<file path="config.mk">
export PLATFORM = sky130hd
export DESIGN_NAME = amst_fifo
export DESIGN_NICKNAME = d
export VERILOG_FILES = /design/src/sv/amst_fifo.sv
export SDC_FILE = /design/constraint.sdc
export NUM_CORES = 1
export LEC_CHECK = 0
export BUFFER_PORTS_ARGS = -buffer_cell sky130_fd_sc_hd__buf_2
export CELL_PAD_IN_SITES_DETAIL_PLACEMENT = 2
export CELL_PAD_IN_SITES_GLOBAL_PLACEMENT = 2
export CORE_ASPECT_RATIO = 0.9
export CORE_MARGIN = 3
export CORE_UTILIZATION = 36
export DETAILED_ROUTE_END_ITERATION = 12
export PLACE_DENSITY_LB_ADDON = 0.1
export REMOVE_ABC_BUFFERS = 1
export SLEW_MARGIN = 20
export SYNTH_ARGS = -nofsm -noshare
export SYNTH_HDL_FRONTEND = slang
export SYNTH_SLANG_ARGS = --single-unit
export TNS_END_PERCENT = 1
</file>
<file path="constraint.sdc">
create_clock -name clk_i -period 4.35 [get_ports clk_i]
set_input_delay 0.87 -clock clk_i [delete_from_list [all_inputs] [get_ports clk_i]]
set_output_delay 0.87 -clock clk_i [all_outputs]
set_load 0.1 [all_outputs]
</file>
<file path="src/sv/amst_fifo.sv">
module amst_fifo #(
  parameter int WIDTH = 8
) (
  input  logic             clk_i,
  input  logic             rst_ni,
  input  logic             push_i,
  output logic             full_o,
  input  logic [WIDTH-1:0] data_i,
  input  logic             pop_i,
  output logic             empty_o,
  output logic [WIDTH-1:0] data_o
);

  logic [WIDTH-1:0] mem_q [2];
  logic             wptr_q, rptr_q;
  logic [1:0]       cnt_q;
  logic             wr_en, rd_en;

  assign full_o  = (cnt_q == 2'd2);
  assign empty_o = (cnt_q == 2'd0);
  assign wr_en   = push_i && !full_o;
  assign rd_en   = pop_i && !empty_o;
  assign data_o  = mem_q[rptr_q];

  always_ff @(posedge clk_i or negedge rst_ni) begin
    if (!rst_ni) begin
      wptr_q <= 1'b0;
      rptr_q <= 1'b0;
      cnt_q  <= 2'd0;
    end else begin
      if (wr_en) begin
        wptr_q <= ~wptr_q;
      end
      if (rd_en) begin
        rptr_q <= ~rptr_q;
      end
      if (wr_en && !rd_en) begin
        cnt_q <= cnt_q + 2'd1;
      end else if (rd_en && !wr_en) begin
        cnt_q <= cnt_q - 2'd1;
      end
    end
  end

  always_ff @(posedge clk_i) begin
    if (wr_en) begin
      mem_q[wptr_q] <= data_i;
    end
  end

endmodule

</file>
======== Word level (Yosys, flattened, before mapping) ========
Memories as Yosys holds them, arrays and structs flattened.
Index checks and enable logic that the tools add are counted.
W data, S select, Z words.
storage, ports and cells
  output and inout port bits .............. 10
  RAM bits ................................ 16
  register bits after elaboration ......... 4
  memories ................................ 1
  input bits .............................. 12
  logic and storage cells ................. 23
operators by class
  add/subtract/negate cells ............... 2
  bitwise logic cells ..................... 2
  equality and inequality tests ........... 1
  mux-type cells .......................... 4
  reduce and logical (&&, ||, !) cells .... 10
memory list
  memory  depth  bits a word  rd ports  clocked after Yosys merged registers in  write ports  RTL line  source
  mem_q   2      8            1         0                                        1            14        logic [WIDTH-1:0] mem_q [2];
operators by type and width
  kind                   count
  $logic_and A1 B1 Y1    4
  $logic_not A1 Y1       4
  $mux W2                2
  $add A2 B1 Y2 const B  1
  $eq A2 B2 Y1 const B   1
  $logic_not A2 Y1       1
  $mux W1                2
  $not A1 Y1             2
  $reduce_bool A2 Y1     1
  $sub A2 B1 Y2 const B  1

======== Longest topological paths before layout ========
  depth in word-level cells ............... 7
  depth in mapped cells ................... 7
  mapped depth without buffers ............ 7

======== Worst setup path after synthesis ========
No wires, ideal clock.
  path kind ............................... reg2out
  start ................................... reg cnt_q[0]
  end ..................................... out empty_o
  stages on the path, launching flop included .. 2
  path buffers ............................ 0
  slack ................................... 1.807 ns
  arrival time ............................ 1.673 ns
  required time ........................... 3.480 ns
  cells stage by stage .................... dfrtp_1 > nor2_1
on the way
  word-level cells in the longest chain between the ends .. 1
ends and longest elaborated chain
  what                    RTL line  source
  from (decl)             16        logic [1:0] cnt_q;
  from (signal assigned)  38        cnt_q <= cnt_q + 2'd1;
  from (signal assigned)  40        cnt_q <= cnt_q - 2'd1;
  $logic_not A2 Y1        20        assign empty_o = (cnt_q == 2'd0);
  to (decl)               10        output logic empty_o,
Every way passes these cells.

======== Final worst setup path ========
  start ................................... reg rptr_q
  end ..................................... out data_o[5]
on the way
  word-level cells in the longest chain between the ends .. 1
ends and longest elaborated chain
  what                    RTL line  source
  from (decl)             15        logic wptr_q, rptr_q;
  from (signal assigned)  35        rptr_q <= ~rptr_q;
  $mem_v2 Z2 W8           -
  to (decl)               11        output logic [WIDTH-1:0] data_o
Every way passes these cells.

==> results.md <==
* Largest area contributor in the netlist: edfxtp_1
* MaxCap Viol Count at 0
* Initial Utilization at 39.3%
* GR met1 Demand/Resource at 13.9%
* Area contributors post-synth: edfxtp_1, dfrtp_1, mux2_1
* Worst path max stage delay at 0.59 ns
* Initial DRC Count at 1
* Antenna diodes at 0
* Non-Filler Instances at 92
* Register-to-Register Path Depth at 3
* Layout cell share with drive strength beyond 1 at 41.8%
* CP Capture Type: output pin
* Vias at 443
* Initial antenna violation count at 0
* Synth unique cells at 15
* Synthesized instance count at 44
* Residual DRC at 0
* Synth Cell Area at 782 µm²
* Clock transition at path regs at 0.10 ns
* Ys Warns at 0
* Arr. time, crit path at 1.56 ns
* Die height at 50.2 µm
* DR vias/cell at 4.82
* Clock Sink Count at 20
* Reg2Reg Capture Point: mem_q[0][7]
* Routed len/inst at 15.1 µm
* Area after DPL at 913 µm²
* Core area at 1990 µm²
* # Post-CTS Setup Buffers at 0
* Status: finished clean
* Cell Rows at 15
* Chip Width at 55.1 µm
* CP Class: reg -> out
* Detailed Place HPWL at 1060 µm
* Vias in the first global route at 469
* Root buffer cell: clkbuf_4
* Placed cells at 89
* Critical-path cell list: mux2_2, buf_2
* Num ports at 22
* Final wirelength at 1390 µm
* Post-CTS Resized at 0
* Met3 GRT Util at 5.34%
* R2R setup slack at 2.67 ns
* IO Port Bufs at 21
* Slowest CP cell: dfrtp_1
* Syn_area_per_cell at 17.8 µm²
* Top Usage Layer GRT: met2
* Setup Viol. Count Final at 0
* GRT Resource Usage Total at 11.7%
* CP startpoint kind: flop
* Max-slew violation count at 0
* RSZ-0062 raised after global routing: no
* Crit path max fanout at 9
* Fin Clk Skew at 0.00119 ns
* Setup Total Neg Slack at 0 ns
* Share of the synthesized area in the top cell type at 61.4%
* F_max at 0.411 GHz
* First-pass GRT wire length at 2190 µm
* Slew margin rel. at 50.7%
* Final hold viol count at 0
* Gpl congestion at 0.746
* Final Cycle Share at 55.9%
* Final Cell Area at 936 µm²
* CTS H-tree depth at 1
* Worst-margin pin slew at 0.737 ns
* Antenna Nets Post-Route at 0
* Pre-antenna DRT Iters at 2
* Fin Hold WS at 0.362 ns
* Area growth syn-to-layout at 19.7%
* FF+latch count, synth at 20
* CTS Hold Bufs at 0
* CTS tree: yes
* CTS Buf Count at 3
* CP Data Required Time at 3.48 ns
* Sequential area share after synthesis at 74.2%
* Nets at 82
* Worst hold path class: in -> async
* Die area at 2770 µm²
* Total grt overflow at 0
* Min cycle time layout at 2.43 ns
* GRT met2 Usage at 18.7%
* Clock Latency Late Sink at 0.29 ns
* Largest net degree at the start of global routing at 11
* CTS max path bufs at 2
* RR Startpoint: cnt_q[0]
-- metrics by stage --
step	utilization [%]	setup WS, ns
after global placement	45.9	2.25
final	47.0	1.92
after CTS	47.0	1.88
after detailed placement	45.9	2.21
after global routing	47.0	1.84
after floorplan	-	1.81
-- registers in the layout, indices dropped and copies added (netlist names) --
name,flops
rptr_q,1
mem_q,16
cnt_q,2
wptr_q,1
-- cell usage after synthesis --
cell type	n
dfrtp_1	4
ha_1	1
mux2_2	2
buf_2	1
nand2b_1	1
edfxtp_1	16
and3_1	1
nor2_1	3
nand2_2	1
mux2_1	6
inv_1	2
xnor2_1	2
o21ai_1	1
xor2_1	2
xnor2_2	1
-- how the worst max path moves through the flow --
stage              from        end  slack (ns)  depth (start not counted)
6_report         rptr_q  data_o[5]        1.92                          2
5_1_grt          rptr_q  data_o[5]        1.84                          2
4_1_cts          rptr_q  data_o[5]        1.88                          2
3_5_place_dp     rptr_q  data_o[5]        2.21                          2
3_3_place_gp     rptr_q  data_o[1]        2.25                          2
2_1_floorplan  cnt_q[0]    empty_o        1.81                          1
-- logic make-up after synthesis --
group,after synthesis,share of synthesized area [%]
buffers and inverters,3,1.60
flip-flops,20,74.2
AO/OA/AOI/OAI,1,0.639
AND/OR/NAND/NOR,6,3.84
XOR/XNOR,5,6.56
multiplexers,8,11.5
adder cells (fa/ha/maj),1,1.60
-- worst max-delay path: cells and delay by family (launching register included) --
family                 cells  cell delay (ns)
buffers and inverters      1             0.29
DFF                        1             0.59
muxes                      1             0.39
-- per-layer routing --
metal  up-vias  routed length, µm  share of wire (%)
met3         4                 78                5.6
li1        202                  -                  -
met2        12                756                 55
met1       225                543                 39
met5         -                  0                  0
met4         0                  8               0.58
-- cell usage in the layout (no fill, tap or decap), types with 2 or more instances in the layout --
| cell type | instances |
|---|---|
| inv_1 | 2 |
| edfxtp_1 | 16 |
| mux2_2 | 2 |
| nor2_1 | 3 |
| dfrtp_1 | 4 |
| xnor2_1 | 2 |
| clkbuf_4 | 3 |
| mux2_1 | 6 |
| xor2_1 | 2 |
| buf_2 | 21 |
-- layout make-up --
| type | count | area, µm² |
|---|---|---|
| clock buffers | 3 | 22.5 |
| fillers | 212 | 1050 |
| inverters | 2 | 7.51 |
| multi-input cells | 21 | 189 |
| flip-flops and latches | 20 | 581 |
| well taps | 25 | 31.3 |
| repair buffers | 21 | 105 |
Power is not shown: default switching activity piles up to over one toggle a cycle in this logic, so the estimate is an artifact.
