===== src/sv/amst_pkg.sv =====
package amst_pkg;

  localparam logic [2:0] OP_PUSH      = 3'd0;
  localparam logic [2:0] OP_POP       = 3'd1;
  localparam logic [2:0] OP_TRANSLATE = 3'd2;
  localparam logic [2:0] OP_ROTATE    = 3'd3;
  localparam logic [2:0] OP_SCALE     = 3'd4;
  localparam logic [2:0] OP_POINT     = 3'd5;
  localparam logic [2:0] OP_QUAD      = 3'd6;

  localparam logic [1:0] ST_OK     = 2'd0;
  localparam logic [1:0] ST_FULL   = 2'd1;
  localparam logic [1:0] ST_BOTTOM = 2'd2;

  typedef enum logic [2:0] {
    K_PUSH,
    K_POP,
    K_TRANSLATE,
    K_ROTATE,
    K_SCALE,
    K_POINT,
    K_QUAD,
    K_NOP
  } kind_e;

  typedef struct packed {
    kind_e              kind;
    logic signed [31:0] x0;
    logic signed [31:0] y0;
    logic signed [31:0] x1;
    logic signed [31:0] y1;
    logic [15:0]        angle;
  } cmd_t;

  typedef struct packed {
    logic signed [31:0] vert_x;
    logic signed [31:0] vert_y;
    logic [1:0]         status;
    logic               last;
  } res_t;

  function automatic logic signed [31:0] sat32(input logic signed [63:0] v);
    logic signed [31:0] r;
    if (v > 64'sd2147483647) begin
      r = 32'sh7FFFFFFF;
    end else if (v < -64'sd2147483648) begin
      r = 32'sh80000000;
    end else begin
      r = v[31:0];
    end
    return r;
  endfunction

endpackage


===== src/sv/amst_fifo.sv =====
module amst_fifo #(
  parameter int WIDTH = 8
) (
  input  logic             clk_i,
  input  logic             rst_ni,
  input  logic             push_i,
  output logic             full_o,
  input  logic [WIDTH-1:0] data_i,
  input  logic             pop_i,
  output logic             empty_o,
  output logic [WIDTH-1:0] data_o
);

  logic [WIDTH-1:0] mem_q [2];
  logic             wptr_q, rptr_q;
  logic [1:0]       cnt_q;
  logic             wr_en, rd_en;

  assign full_o  = (cnt_q == 2'd2);
  assign empty_o = (cnt_q == 2'd0);
  assign wr_en   = push_i && !full_o;
  assign rd_en   = pop_i && !empty_o;
  assign data_o  = mem_q[rptr_q];

  always_ff @(posedge clk_i or negedge rst_ni) begin
    if (!rst_ni) begin
      wptr_q <= 1'b0;
      rptr_q <= 1'b0;
      cnt_q  <= 2'd0;
    end else begin
      if (wr_en) begin
        wptr_q <= ~wptr_q;
      end
      if (rd_en) begin
        rptr_q <= ~rptr_q;
      end
      if (wr_en && !rd_en) begin
        cnt_q <= cnt_q + 2'd1;
      end else if (rd_en && !wr_en) begin
        cnt_q <= cnt_q - 2'd1;
      end
    end
  end

  always_ff @(posedge clk_i) begin
    if (wr_en) begin
      mem_q[wptr_q] <= data_i;
    end
  end

endmodule


===== src/sv/amst_front.sv =====
module amst_front (
  input  logic               clk_i,
  input  logic               rst_ni,
  input  logic               push,
  output logic               full,
  input  logic [2:0]         opcode_i,
  input  logic signed [31:0] val_x0_i,
  input  logic signed [31:0] val_y0_i,
  input  logic signed [31:0] val_x1_i,
  input  logic signed [31:0] val_y1_i,
  input  logic [15:0]        turn_angle_i,
  input  logic               cmd_pop_i,
  output logic               cmd_valid_o,
  output amst_pkg::cmd_t     cmd_o
);

  amst_pkg::cmd_t  cmd_in;
  amst_pkg::kind_e kind;
  logic            cmd_empty;
  logic [$bits(amst_pkg::cmd_t)-1:0] cmd_bits;

  always_comb begin
    unique case (opcode_i)
      amst_pkg::OP_PUSH:      kind = amst_pkg::K_PUSH;
      amst_pkg::OP_POP:       kind = amst_pkg::K_POP;
      amst_pkg::OP_TRANSLATE: kind = amst_pkg::K_TRANSLATE;
      amst_pkg::OP_ROTATE:    kind = amst_pkg::K_ROTATE;
      amst_pkg::OP_SCALE:     kind = amst_pkg::K_SCALE;
      amst_pkg::OP_POINT:     kind = amst_pkg::K_POINT;
      amst_pkg::OP_QUAD:      kind = amst_pkg::K_QUAD;
      default:                kind = amst_pkg::K_NOP;
    endcase
  end

  always_comb begin
    cmd_in.kind  = kind;
    cmd_in.x0    = val_x0_i;
    cmd_in.y0    = val_y0_i;
    cmd_in.x1    = val_x1_i;
    cmd_in.y1    = val_y1_i;
    cmd_in.angle = turn_angle_i;
  end

  amst_fifo #(.WIDTH($bits(amst_pkg::cmd_t))) u_cmd_q (
    .clk_i   (clk_i),
    .rst_ni  (rst_ni),
    .push_i  (push),
    .full_o  (full),
    .data_i  (cmd_in),
    .pop_i   (cmd_pop_i),
    .empty_o (cmd_empty),
    .data_o  (cmd_bits)
  );

  assign cmd_valid_o = !cmd_empty;
  assign cmd_o       = amst_pkg::cmd_t'(cmd_bits);

endmodule


===== config.mk =====
export PLATFORM = sky130hd
export DESIGN_NAME = amst_front
export DESIGN_NICKNAME = d
export VERILOG_FILES = /design/src/sv/amst_pkg.sv /design/src/sv/amst_fifo.sv /design/src/sv/amst_front.sv
export SDC_FILE = /design/constraint.sdc
export NUM_CORES = 1
export LEC_CHECK = 0
export BUFFER_PORTS_ARGS = -buffer_cell sky130_fd_sc_hd__buf_2
export CELL_PAD_IN_SITES_DETAIL_PLACEMENT = 0
export CELL_PAD_IN_SITES_GLOBAL_PLACEMENT = 1
export CORE_UTILIZATION = 30
export DETAILED_ROUTE_END_ITERATION = 8
export GPL_TIMING_DRIVEN = 0
export PLACE_DENSITY = 0.62
export SLEW_MARGIN = 30
export SYNTH_ARGS = -nofsm -noshare
export SYNTH_HDL_FRONTEND = slang
export SYNTH_HIERARCHICAL = 1
export SYNTH_SLANG_ARGS = --single-unit

===== constraint.sdc =====
create_clock -name clk_i -period 7.3 [get_ports clk_i]
set_clock_uncertainty 0.15 [all_clocks]
set_input_delay 0.73 -clock clk_i [delete_from_list [all_inputs] [get_ports clk_i]]
set_output_delay 0.73 -clock clk_i [all_outputs]
set_load 0.05 [all_outputs]

# Yosys cells after proc, flatten, opt, wreduce, memory -nomap -nowiden
# Memory sizes are Yosys's and may differ from the RTL's.
# Cells that the tools add are included.
# Widths: inputs -> output; s select.
[op_classes]
reduce_logical = 11
eq_ne = 7
bitwise = 2
mux = 5
addsub = 2
[op_table]
columns = ["op", "count"]
rows = [
  ["$pmux 3 s7", 1],
  ["$eq 3x3->1 const B", 3],
  ["$eq 3x2->1 const B", 2],
  ["$logic_and 1x1->1", 4],
  ["$logic_not 1->1", 4],
  ["$mux 2", 2],
  ["$eq 3x1->1 const B", 1],
  ["$logic_not 3->1", 1],
  ["$add 2x1->2 const B", 1],
  ["$eq 2x2->1 const B", 1],
  ["$logic_not 2->1", 1],
  ["$mux 1", 2],
  ["$not 1->1", 2],
  ["$reduce_bool 2->1", 1],
  ["$sub 2x1->2 const B", 1],
]
[word_totals]
ram_bits = 294
n_memories = 1
ff_bits = 4
output_inout_bits = 149
[mem_list]
columns = ["memory", "words", "word_bits", "read_ports", "rd_ports_with_merged_regs", "write_ports", "line", "source"]
rows = [
  ["u_cmd_q.mem_q", 2, 147, 1, 0, 1, "amst_fifo.sv:14", "logic [WIDTH-1:0] mem_q [2];"],
]

# Longest topological paths before layout
[logic_depth]
word_depth = 7
depth_mapped = 7
ltp_nobuf = 7

# By module
# Netlist, hierarchy kept.
[by_module_without_submodules]
columns = ["module", "seq_area_each_um2", "n_inst", "area_per_inst_um2", "cells_per_inst"]
rows = [
  ["amst_fifo", 8928.6, 1, 10840.4, 476],
  ["amst_front", 0.0, 1, 15.0, 4],
]

# Worst setup path before layout
# OpenSTA, ideal clock, no wires.
[synth_timing]
path_kind = "input to register"
from = "in push"
to = "mem u_cmd_q/mem_q[0][0] (netlist bit), enable pin"
cell_stages = 2
path_slack_ns = -0.427
arrival_ns = 6.922
setup_ns = 0.655
t_required_ns = 6.495
cell_sequence = "nand2_1 > nor2_1"
[synth_via]
elab_chain_cells = 3
[synth_lines]
columns = ["element", "line", "source"]
rows = [
  ["from (decl)", "amst_front.sv:4", "input logic push,"],
  ["$logic_and 1x1->1", "amst_fifo.sv:21", "assign wr_en = push_i && !full_o;"],
  ["$mux 1", "amst_fifo.sv:46", "if (wr_en) begin"],
  ["$mux 1 (implied by the code)", "amst_fifo.sv:47", "mem_q[wptr_q] <= data_i;"],
  ["to (decl)", "amst_fifo.sv:14", ""],
]
# No other way between the ends.

==> run summary <==
### Layout
• **layout overhead on the synthesized area** 32.4%
• **share of post-route cells with drive strength above 1** 0.608
• **Net count, final** 976
• **final cell count without fillers** 1312

### Timing
• **worst path setup slack after routing** 4460 ps
• **Max-Slew Margin vs Limit** 0.604
• **Setup TNS** 0 ps
• **minimum hold slack** 255 ps
• **setup violation total in the final timing report** 0
• **Tcrit/Tclk final** 0.389
• **measured slew at the worst slew-check pin** 594 ps
• **Achievable Freq** 352 MHz
• **Slew Limit Fails** 0
• **unrepaired setup endpoints after global routing** no
• **clock period minus worst slack** 2840 ps
• **final-report hold violation count** 0

### Synthesis
• **post-synthesis instance area** 0.0109 sq mm
• **number of flops mapped to enable cells by yosys** 294
• **ys async rst share** 0.0134
• **simple-gate area share of the yosys netlist** 0.00254
• **Post-Synthesis Cells** 480
• **count of yosys warnings during synthesis** 6
• **Synth Area in Adders** 0.00115
• **main combinational cell family by area after synthesis** multiplexers
• **Synth Area in Compound Gates** 0.000461
• **leading register cell type out of synthesis** edfxtp_1
• **mean post-synth cell area** 22.6 sq um
• **synthesized net count** 632
• **post-synthesis register bit count** 298
• **ranking of synthesized cells by instance count** edfxtp_1 (294), mux2_2 (147), buf_6 (12)
• **share of the synthesized netlist area taken by xor and xnor gates** 0.00403
• **cell with the most instances after synthesis** edfxtp_1
• **ranking of synthesized cells by area** edfxtp_1 (81%), mux2_2 (15%), buf_6 (1.2%)
• **leading area contributor after synthesis** edfxtp_1
• **share of the synthesized area in the top cell type** 0.813
• **Synth cell types** 16
• **multiplexer fraction of the synthesized cell area** 0.152
• **register area share after synthesis** 0.822

### Clock tree
• **count of H-tree levels built during CTS** 2
• **post-CTS setup buffer count** 0
• **clock insertion delay at the later pin of the skew report** 510 ps
• **Clock Tree Buf Depth** 3
• **clk slew on worst S/H paths** 60 ps
• **number of sinks driven by the clock tree** 298
• **Root Driver** clkbuf_16
• **CTS tree** built
• **CTS buffer count** 34

### Critical path
• **critical path arrival** 1960 ps
• **end of the worst register-to-register path** u_cmd_q/mem_q[1][19]
• **crit start category** flop
• **type of the worst setup path** flop to primary output
• **reg-to-reg slack, setup** 4990 ps
• **element type at the critical path end** primary output
• **reg-to-reg startpoint** u_cmd_q/cnt_q[0]
• **CP Max Fanout** 10
• **cells on worst reg2reg path** 4
• **data required time of the critical path** 6420 ps

### Global route
• **met1 capacity usage during global routing** 0.135
• **overall fraction of global-route tracks in use** 0.119
• **overflow left after global routing** 0
• **largest net degree at the start of global routing** 41
• **layer with the highest usage after global routing** met2
• **global-route wire length before repair** 32.8 mm
• **number of antenna violations at the first check in global routing** 4
• **GR met2 Demand/Resource** 0.200
• **met3 Track Usage GR** 0.0466
• **via count of the first global-routing pass** 5768

### Power
• **peak supply drop** 315 uV
• **power per unit of standard cell area** 489 mW/mm^2
• **static leakage** 5.35 nW
• **overall power of the completed layout** 7.03 mW

### Route
• **initial drt markers** 180
• **Post-Route WL** 22.5 mm
• **count of antenna-violating nets left after detailed routing** 0
• **DRC** 0
• **vias** 5576
• **First-pass DRT Iterations** 4
• **final routed wire length divided by cell count** 17.2 um
• **mean number of vias per cell** 4.25

### Min path
• **worst hold stages** 1
• **worst hold endpoint** u_cmd_q/mem_q[1][138]
• **Tightest Hold Check Type** primary input to flop
• **startpoint of the worst hold path** val_x0_i[26]

### Placement
• **count of input and output buffers** 296
• **detailed placement HPWL** 15.5 mm
• **worst slack at placement** 4780 ps
• **count of placed standard cells including taps** 1248
• **final weighted congestion in routability-driven placement** 0.689

### Die
• **area of the core** 0.0356 sq mm
• **Die Area** 0.0369 sq mm
• **width of the die** 192 um
• **number of placed I/O pins** 300
• **Initial Utilization** 0.305
• **count of standard-cell rows** 69
• **Chip Height** 192 um

### Run
• **Max-cap violations** 0

### Status
• **run status** finished clean

how the worst max path moves through the flow:
stage	from	to	slack, ps	cells after the start
2_1_floorplan	push	u_cmd_q/mem_q[0][0]	2060	2
3_3_place_gp	push	u_cmd_q/mem_q[0][63]	-700	3
3_5_place_dp	push	u_cmd_q/mem_q[1][63]	4780	4
4_1_cts	u_cmd_q/rptr_q	cmd_o[66]	4360	4
5_1_grt	u_cmd_q/rptr_q	cmd_o[29]	4320	4
6_report	u_cmd_q/rptr_q	cmd_o[24]	4460	4
power by group:
part | internal (mW) | switching, mW
Sequential | 2.33 | 0.0770
Clock | 1.06 | 0.630
Combinational | 0.856 | 2.07
Total | 4.25 | 2.78
worst max-delay path, stage by stage, from the launching register on:
cell and delay [ps]:
dfrtp_1 370, buf_4 310, buf_6 210, mux2_2 350, buf_2 210
cells by family (layout without fill, tap and decap cells):
kind of cell,Yosys count,after routing
AOI/OAI and AO/OA,1,1
xor gates and xnor gates,5,5
adders and majority gates,1,1
buffers and inverters,22,390
DFF,298,298
muxes,147,147
other,0,3
and+or+nand+nor,6,6
layer usage:
| layer | up-vias | wire length, um |
|---|---|---|
| met5 | - | 12 |
| met3 | 38 | 1980 |
| met1 | 2743 | 8750 |
| met2 | 183 | 11300 |
| li1 | 2610 | - |
| met4 | 2 | 474 |
metrics by stage:
stage | cell area (sq um) | utilization
2_1_floorplan | 10900 | -
3_3_place_gp | 12900 | 0.363
3_5_place_dp | 13200 | 0.372
4_1_cts | 14400 | 0.404
5_1_grt | 14400 | 0.404
6_report | 14400 | 0.404
state kept, by name, indices dropped and copies added, names as in the netlist:
name / cells
u_cmd_q/rptr_q: 1
u_cmd_q/cnt_q: 2
u_cmd_q/wptr_q: 1
u_cmd_q/mem_q: 294
layout make-up:
cell class,count,area [sq um]
Timing Repair Buffer,308,1790
Multi-Input combinational cell,160,1760
Buffer,19,171
Clock buffer,44,952
Tap cell,461,577
Sequential cell,298,8930
Fill cell,3304,21200
Clock inverter,16,176
Inverter,3,11.3
Antenna cell,3,7.51
cells in the final DEF (no fill, tap or decap), types with 2 or more instances in the layout:
| master | count |
|---|---|
| xor2_1 | 2 |
| clkinv_1 | 9 |
| buf_4 | 2 |
| edfxtp_1 | 294 |
| buf_16 | 10 |
| buf_6 | 12 |
| clkbuf_1 | 10 |
| clkbuf_16 | 37 |
| nor2_1 | 2 |
| mux2_2 | 147 |
| dfrtp_1 | 4 |
| buf_2 | 298 |
| xnor2_1 | 3 |
| inv_1 | 3 |
| bufinv_16 | 4 |
| diode_2 | 3 |
what timing repair did:
| action | in CTS | in global routing |
|---|---|---|
| hold buffers | 1 | 0 |
| hold endpoints to repair | 4 | 0 |
| endpoints found under the setup margin | 0 | 0 |
| gates resized for setup | 0 | 0 |
(Power assumes the default switching activity.)
